**src/rtl/core/ksbd_pkg.sv**
```systemverilog
// ---------------------------------------------------------------------------
// Keypad scanner package
// Phase codes, register indexes, result layout and display patterns.
// ---------------------------------------------------------------------------
package ksbd_pkg;

	localparam logic [2:0] PH_ALL      = 3'd0;
	localparam logic [2:0] PH_DEBOUNCE = 3'd1;
	localparam logic [2:0] PH_PROBE    = 3'd2;
	localparam logic [2:0] PH_RELEASE  = 3'd3;
	localparam logic [2:0] PH_BEEP     = 3'd4;

	localparam logic [1:0] REG_DEBOUNCE    = 2'd0;
	localparam logic [1:0] REG_BEEP_HALF   = 2'd1;
	localparam logic [1:0] REG_BEEP_CYCLES = 2'd2;

	localparam logic [3:0] COLS_IDLE = 4'hf;
	localparam logic [7:0] SEG_DASH  = 8'hbf;

	localparam int RESULT_W = 17;
	localparam int TDATA_W  = 24;

	// Packed MSB first: row_drive lands in the lowest bits of tdata.
	typedef struct packed {
		logic [3:0] key_code;
		logic       beeper;
		logic [7:0] segments;
		logic [3:0] row_drive;
	} result_t;

	// Common-anode digit patterns, active low, hex digits 0..f.
	function automatic logic [7:0] seg_pattern(input logic [3:0] k);
		logic [7:0] p;
		case (k)
			4'h0: p = 8'hc0;
			4'h1: p = 8'hf9;
			4'h2: p = 8'ha4;
			4'h3: p = 8'hb0;
			4'h4: p = 8'h99;
			4'h5: p = 8'h92;
			4'h6: p = 8'h82;
			4'h7: p = 8'hf8;
			4'h8: p = 8'h80;
			4'h9: p = 8'h90;
			4'ha: p = 8'h88;
			4'hb: p = 8'h83;
			4'hc: p = 8'hc6;
			4'hd: p = 8'ha1;
			4'he: p = 8'h86;
			default: p = 8'h8e;
		endcase
		return p;
	endfunction

endpackage

```
**src/rtl/core/keypad_scan_beep_display_unit.sv**
```systemverilog
// ---------------------------------------------------------------------------
// Keypad scanner with key beep and seven-segment display
// 4x4 matrix scan with debounce, release wait and beep burst per key.
// ---------------------------------------------------------------------------
//
//  channel   | direction | tdata bits (low first)                      | tuser
//  ----------+-----------+---------------------------------------------+------
//  s_t*      | in        | [3:0] column_sense, [7:4] zero              | none
//  m_t*      | out       | [3:0] row_drive, [11:4] segments,           | none
//            |           | [12] beeper, [16:13] key_code, [23:17] zero |
//  cfg_*     | in        | cfg_index 0 debounce, 1 beep half, 2 burst  | none
//
// Cycles: one tick per transfer; a tick may follow every
//   cycle while s_tready is high. The scan state machine and the result
//   register (or the skid, if stalled) are updated in the cycle of the input transfer.
// Stalls: a two-entry output buffer (result register plus skid) lets one more
//   tick be taken while a result waits; s_tready drops only once both are full.
// Reset: arst_n clears the scan to the all-rows check, display to a dash,
//   beeper high, key zero and registers to 1000 / 50 / 50.
//
module keypad_scan_beep_display_unit (
	input  logic        clk,
	input  logic        arst_n,
	// column tick in
	input  logic        s_tvalid,
	output logic        s_tready,
	input  logic [7:0]  s_tdata,   // [3:0] column_sense, [7:4] zero
	// result out
	output logic        m_tvalid,
	input  logic        m_tready,
	output logic [23:0] m_tdata,   // [3:0] row_drive, [11:4] segments,
	                               // [12] beeper, [16:13] key_code, rest zero
	// register writes
	input  logic        cfg_we,
	input  logic [1:0]  cfg_index,
	input  logic [15:0] cfg_data
);

	// configuration registers
	logic [15:0] debounce_q;
	logic [15:0] beep_half_q;
	logic [7:0]  beep_cycles_q;

	// scan state
	logic [2:0]  phase_q,  phase_d;
	logic [1:0]  row_q,    row_d;
	logic [3:0]  key_q,    key_d;
	logic [15:0] tick_q,   tick_d;
	logic [7:0]  period_q, period_d;
	logic [7:0]  seg_q,    seg_d;
	logic        beep_q,   beep_d;

	// output buffer
	ksbd_pkg::result_t res_q, skid_q, res_d;
	logic              res_valid_q, skid_valid_q;

	logic        accept;
	logic        load_out;
	logic [3:0]  cols;
	logic [15:0] tick_inc;
	logic [7:0]  period_inc;
	logic        row_end;

	assign cols     = s_tdata[3:0];
	assign accept   = s_tvalid && s_tready;
	assign s_tready = !skid_valid_q;
	assign load_out = !res_valid_q || m_tready;

	assign m_tvalid = res_valid_q;
	assign m_tdata  = {{(ksbd_pkg::TDATA_W - ksbd_pkg::RESULT_W){1'b0}}, res_q};

	// Register writes, taken at any edge; the block does not keep them clear of ticks in flight, the user must.
	always_ff @(posedge clk or negedge arst_n) begin
		if (!arst_n) begin
			debounce_q    <= 16'd1000;
			beep_half_q   <= 16'd50;
			beep_cycles_q <= 8'd50;
		end else if (cfg_we) begin
			case (cfg_index)
				ksbd_pkg::REG_DEBOUNCE:    debounce_q    <= cfg_data;
				ksbd_pkg::REG_BEEP_HALF:   beep_half_q   <= cfg_data;
				ksbd_pkg::REG_BEEP_CYCLES: beep_cycles_q <= cfg_data[7:0];
				default: ;
			endcase
		end
	end

	// Next state for one tick. A zero half period gives one tick per half, as
	// any count reaches it; the zero test also ends a wait whose count wraps.
	always_comb begin
		phase_d    = phase_q;
		row_d      = row_q;
		key_d      = key_q;
		tick_d     = tick_q;
		period_d   = period_q;
		seg_d      = seg_q;
		beep_d     = beep_q;
		row_end    = 1'b0;
		tick_inc   = tick_q + 16'd1;
		period_inc = period_q + 8'd1;

		case (phase_q)
			ksbd_pkg::PH_DEBOUNCE: begin
				tick_d = tick_inc;
				if (tick_inc >= debounce_q || tick_inc == 16'd0) begin
					tick_d  = 16'd0;
					row_d   = 2'd0;
					phase_d = ksbd_pkg::PH_PROBE;
				end
			end
			ksbd_pkg::PH_PROBE: begin
				if (cols == ksbd_pkg::COLS_IDLE) begin
					row_end = 1'b1;
				end else begin
					// only a single low column decodes; several keep the old key
					case (cols)
						4'he: key_d = {row_q, 2'd0};
						4'hd: key_d = {row_q, 2'd1};
						4'hb: key_d = {row_q, 2'd2};
						4'h7: key_d = {row_q, 2'd3};
						default: ;
					endcase
					phase_d = ksbd_pkg::PH_RELEASE;
				end
			end
			ksbd_pkg::PH_RELEASE: begin
				if (cols == ksbd_pkg::COLS_IDLE) begin
					if (beep_cycles_q == 8'd0) begin
						row_end = 1'b1;
					end else begin
						tick_d   = 16'd0;
						period_d = 8'd0;
						beep_d   = 1'b0;
						phase_d  = ksbd_pkg::PH_BEEP;
					end
				end
			end
			ksbd_pkg::PH_BEEP: begin
				tick_d = tick_inc;
				if (tick_inc >= beep_half_q || tick_inc == 16'd0) begin
					tick_d = 16'd0;
					if (!beep_q) begin
						beep_d = 1'b1;
					end else begin
						period_d = period_inc;
						if (period_inc >= beep_cycles_q) begin
							period_d = 8'd0;
							row_end  = 1'b1;
						end else begin
							beep_d = 1'b0;
						end
					end
				end
			end
			default: begin
				// all-rows check; spare codes land here too
				tick_d = 16'd0;
				row_d  = 2'd0;
				if (cols != ksbd_pkg::COLS_IDLE && debounce_q != 16'd0) begin
					phase_d = ksbd_pkg::PH_DEBOUNCE;
				end else begin
					phase_d = ksbd_pkg::PH_PROBE;
				end
			end
		endcase

		// step to next row; after row 3 the pass ends and the display updates
		if (row_end) begin
			if (row_q == 2'd3) begin
				row_d   = 2'd0;
				seg_d   = ksbd_pkg::seg_pattern(key_q);
				phase_d = ksbd_pkg::PH_ALL;
			end else begin
				row_d   = row_q + 2'd1;
				phase_d = ksbd_pkg::PH_PROBE;
			end
		end

		res_d.key_code = key_d;
		res_d.beeper   = beep_d;
		res_d.segments = seg_d;
		if (phase_d inside {ksbd_pkg::PH_PROBE, ksbd_pkg::PH_RELEASE, ksbd_pkg::PH_BEEP}) begin
			res_d.row_drive = ~(4'b0001 << row_d);
		end else begin
			res_d.row_drive = 4'b0000;
		end
	end

	always_ff @(posedge clk or negedge arst_n) begin
		if (!arst_n) begin
			phase_q  <= ksbd_pkg::PH_ALL;
			row_q    <= 2'd0;
			key_q    <= 4'd0;
			tick_q   <= 16'd0;
			period_q <= 8'd0;
			seg_q    <= ksbd_pkg::SEG_DASH;
			beep_q   <= 1'b1;
		end else if (accept) begin
			phase_q  <= phase_d;
			row_q    <= row_d;
			key_q    <= key_d;
			tick_q   <= tick_d;
			period_q <= period_d;
			seg_q    <= seg_d;
			beep_q   <= beep_d;
		end
	end

	// Output buffer valids. The skid only fills while the result register is
	// stalled, and drains into it first, so order is kept.
	always_ff @(posedge clk or negedge arst_n) begin
		if (!arst_n) begin
			res_valid_q  <= 1'b0;
			skid_valid_q <= 1'b0;
		end else if (load_out) begin
			if (skid_valid_q) begin
				res_valid_q  <= 1'b1;
				skid_valid_q <= 1'b0;
			end else begin
				res_valid_q <= accept;
			end
		end else if (accept) begin
			skid_valid_q <= 1'b1;
		end
	end

	// payload, no reset
	always_ff @(posedge clk) begin
		if (load_out) begin
			if (skid_valid_q) begin
				res_q <= skid_q;
			end else if (accept) begin
				res_q <= res_d;
			end
		end else if (accept) begin
			skid_q <= res_d;
		end
	end

endmodule

```
**config.mk**
```make
export PLATFORM = sky130hd
export DESIGN_NAME = keypad_scan_beep_display_unit
export DESIGN_NICKNAME = d
export VERILOG_FILES = /design/src/rtl/core/ksbd_pkg.sv /design/src/rtl/core/keypad_scan_beep_display_unit.sv
export SDC_FILE = /design/constraint.sdc
export NUM_CORES = 1
export LEC_CHECK = 0
export BUFFER_PORTS_ARGS = -buffer_cell sky130_fd_sc_hd__buf_4
export CORE_AREA = 2 2 125 96
export DETAILED_ROUTE_END_ITERATION = 8
export DIE_AREA = 0 0 127 98
export PLACE_DENSITY = 0.85
export SYNTH_ARGS = -nofsm -noshare
export SYNTH_HDL_FRONTEND = slang
export SYNTH_SLANG_ARGS = --single-unit
```
**constraint.sdc**
```tcl
create_clock -name clk -period 9.8 [get_ports clk]
set_clock_uncertainty 0.15 [all_clocks]
set_input_delay 0.49 -clock clk [delete_from_list [all_inputs] [get_ports clk]]
set_output_delay 0.49 -clock clk [all_outputs]
set_load 0.005 [all_outputs]
```
==> results_dict.tcl <==
set metrics [dict create \
    fin_crit_sh_pct 52.3 \
    synth_adder_area_share_pct 8.76 \
    grt_pass1_vias 5401 \
    synth_top_family_by_area "compound AO/OA/AOI/OAI gates" \
    yosysTopAreaCell "dfrtp_1" \
    synth_common_cells "nand2_1, dfrtp_1, o21ai_0" \
    synth_area_leaders "dfrtp_1, edfxtp_1, ha_1, dfstp_2, mux2_2" \
    synth_mux_area_share_pct 9.17 \
    tritoncts "done" \
    synth.avg_cell_area_um2 10.3 \
    clk_latency_ps 420 \
    timing.hold.ws_ps 109 \
    vias_per_cell 6.18 \
    p_leak_uw 0.00365 \
    finalSetupTns_ps 0 \
    drt-initial-drc-count 515 \
    p_per_area_mw_per_mm2 189 \
    grt_setup_unrepaired "no" \
    core.rowCount 34 \
    fin_area_mm2 0.00813 \
    hold_viol_final 0 \
    antenna_found_initial 0 \
    io-pin-count 57 \
    crit_required_ps 9940 \
    total_power_uw 1540 \
    multiInputGateArea_mm2 0.00363 \
    peakVddDrop_uv 139 \
    die_w_um 127 \
    detail_route.first_pass.iterations 5 \
    clockRootBuffer "clkbuf_16" \
    wl_mm 16.3 \
    die_y_um 98 \
    ys_async_sr_fraction_pct 71.2 \
    io_buffers 45 \
    synth-compound-area-share_pct 15.1 \
    placed_area_mm2 0.00753 \
    htreeDepth 4 \
    synth_cell_types 74 \
    drive_gt1_share_pct 23.7 \
    initial_core_util_pct 63.1 \
    max-slew-margin-rel_pct 17.9 \
    dpl.hpwl_mm 11.2 \
    synthSimpleGateAreaFrac_pct 14.7 \
    synth-xor-area-share_pct 2.68 \
    num_antenna_cells 0 \
    gr-max-usage-layer "met2" \
    route.detailed.drc 0 \
    drv_slew 0 \
    fillers 754 \
    use_met3_pct 5.32 \
    grt_use_met1_pct 37.7 \
    core_area_mm2 0.0113 \
    ys.warnings.count 0 \
    synthCells 695 \
    grt_pass1_wl_mm 26.8 \
    post_cts_buffers 0 \
    ctsResizeCount 0 \
    worst_pin_slew_ps 1220 \
    clock-sinks 118 \
    yosysTopAreaCellShare_pct 22.4 \
    cp_data_arrival_time_ps 5270 \
    layout_min_cycle_time_ps 5130 \
    detail_route.wl_per_cell_um 18.3 \
    nets 815 \
    grt-ovfl-total 0 \
    synth_seq_cells 118 \
    cts.clk_slew.worst_paths_ps 60 \
    max_freq_mhz 195 \
    synthFlopType "dfrtp_1" \
    crit_path_start_kind "register" \
    synth_edf_count 34 \
    ys_seq_area_share_pct 44.1 \
    hold_path_class "primary input to async pin" \
    crit_path_max_fanout 14 \
    status "completed" \
    regToRegSetupSlack_ps 4670 \
    finalSetupViolCount 0 \
    gp_congestion 0.927 \
    end_kind "register" \
    fp.dieArea_mm2 0.0124 \
    grt_max_degree 85 \
    final_antenna_net_count 0 \
    yosysMostFrequentCell "nand2_1" \
    area_delta_synth_final_pct 13.9 \
    cts_hold_buf 0 \
    clock_path_buffers 2 \
    grt_use_total_pct 27.4 \
    syn_area_mm2 0.00714 \
    register_area_mm2 0.00315 \
    vias 5510 \
    critPathKind "register to register" \
    cts_buffers 17 \
    use_met2_pct 43.8 \
    cap_violations 0 \
]
-- state kept, by name, summed over array words and instances, names as in the netlist --
signal and flops:
beep_cycles_q 8, beep_half_q 16, beep_q 1, debounce_q 16
key_q 4, m_tdata 17, m_tvalid 1, period_q 8
phase_q 3, row_q 2, seg_q 8, skid_q 17
skid_valid_q 1, tick_q 16
-- cells by family after synthesis --
| group | Yosys count |
|---|---|
| simple gates | 203 |
| compound gates | 157 |
| flops | 118 |
| buf+inv | 90 |
| mux | 55 |
| fa+ha+maj | 50 |
| xor+xnor | 21 |
| other cells | 1 |
-- cell usage in the layout (no fill, tap or decap), drive strengths merged, types with 7 or more instances in the layout --
cell type / n
nand2: 67
dfrtp: 64
o21ai: 63
inv: 60
mux2: 52
ha: 50
buf: 49
nor2: 39
edfxtp: 34
a21oi: 27
dfstp: 20
nand3: 20
clkbuf: 17
nand2b: 16
nand4: 13
o31ai: 12
xnor2: 11
xor2: 10
nor4: 9
a211oi: 8
a21o: 7
conb: 7
clkinv: 7
-- routing by layer --
metal	share of wire, %	up-vias
li1	-	2577
met1	45	2708
met2	48	196
met3	5.5	29
met4	1.8	0
met5	0	-
-- area by class of cell --
class	count	area share (%)
Clock inverter	15	2.06
Multi-Input combinational cell	493	44.7
Inverter	55	2.54
Timing Repair Buffer	49	4.53
Tap cell	144	2.22
Clock buffer	17	5.23
Sequential cell	118	38.7
-- path summary, 6_finish.rpt --
path | from | depth (start not counted) | to
max in group asynchronous | arst_n | 1 | phase_q[1]
worst min-delay path | arst_n | 1 | beep_half_q[2]
min in group clk | cfg_data[11] | 3 | debounce_q[11]
worst max register to register | tick_q[0] | 14 | period_q[2]
worst max-delay path | tick_q[0] | 14 | period_q[2]
worst min register to register | beep_q | 2 | beep_q
-- metrics by stage --
step / utilization [%] / worst slack [ps] / cells
floorplan: - / 5620 / 701
global route: 71.8 / 4250 / 891
global placement: 66.6 / 4980 / 859
CTS: 71.8 / 4740 / 891
detailed placement: 66.6 / 4790 / 859
finish: 71.8 / 4670 / 891
-- worst max-delay path: stages, from the launching register on --
cell and delay (ps):
dfrtp_1 520, ha_1 380, nand2_2 190, nor4_2 580
nand3_1 190, xnor2_1 230, ha_1 250, a2111o_1 400
o211ai_1 300, inv_1 130, a31oi_4 230, a21oi_1 120
o21ai_0 960, or2_2 290, o21ai_0 70
-- report_power, final --
part / internal (uW) / switching [uW]
registers: 572 / 46.5
logic: 128 / 168
clock network: 380 / 243
total: 1080 / 458
No activity file was read; power rests on OpenSTA's default activity.
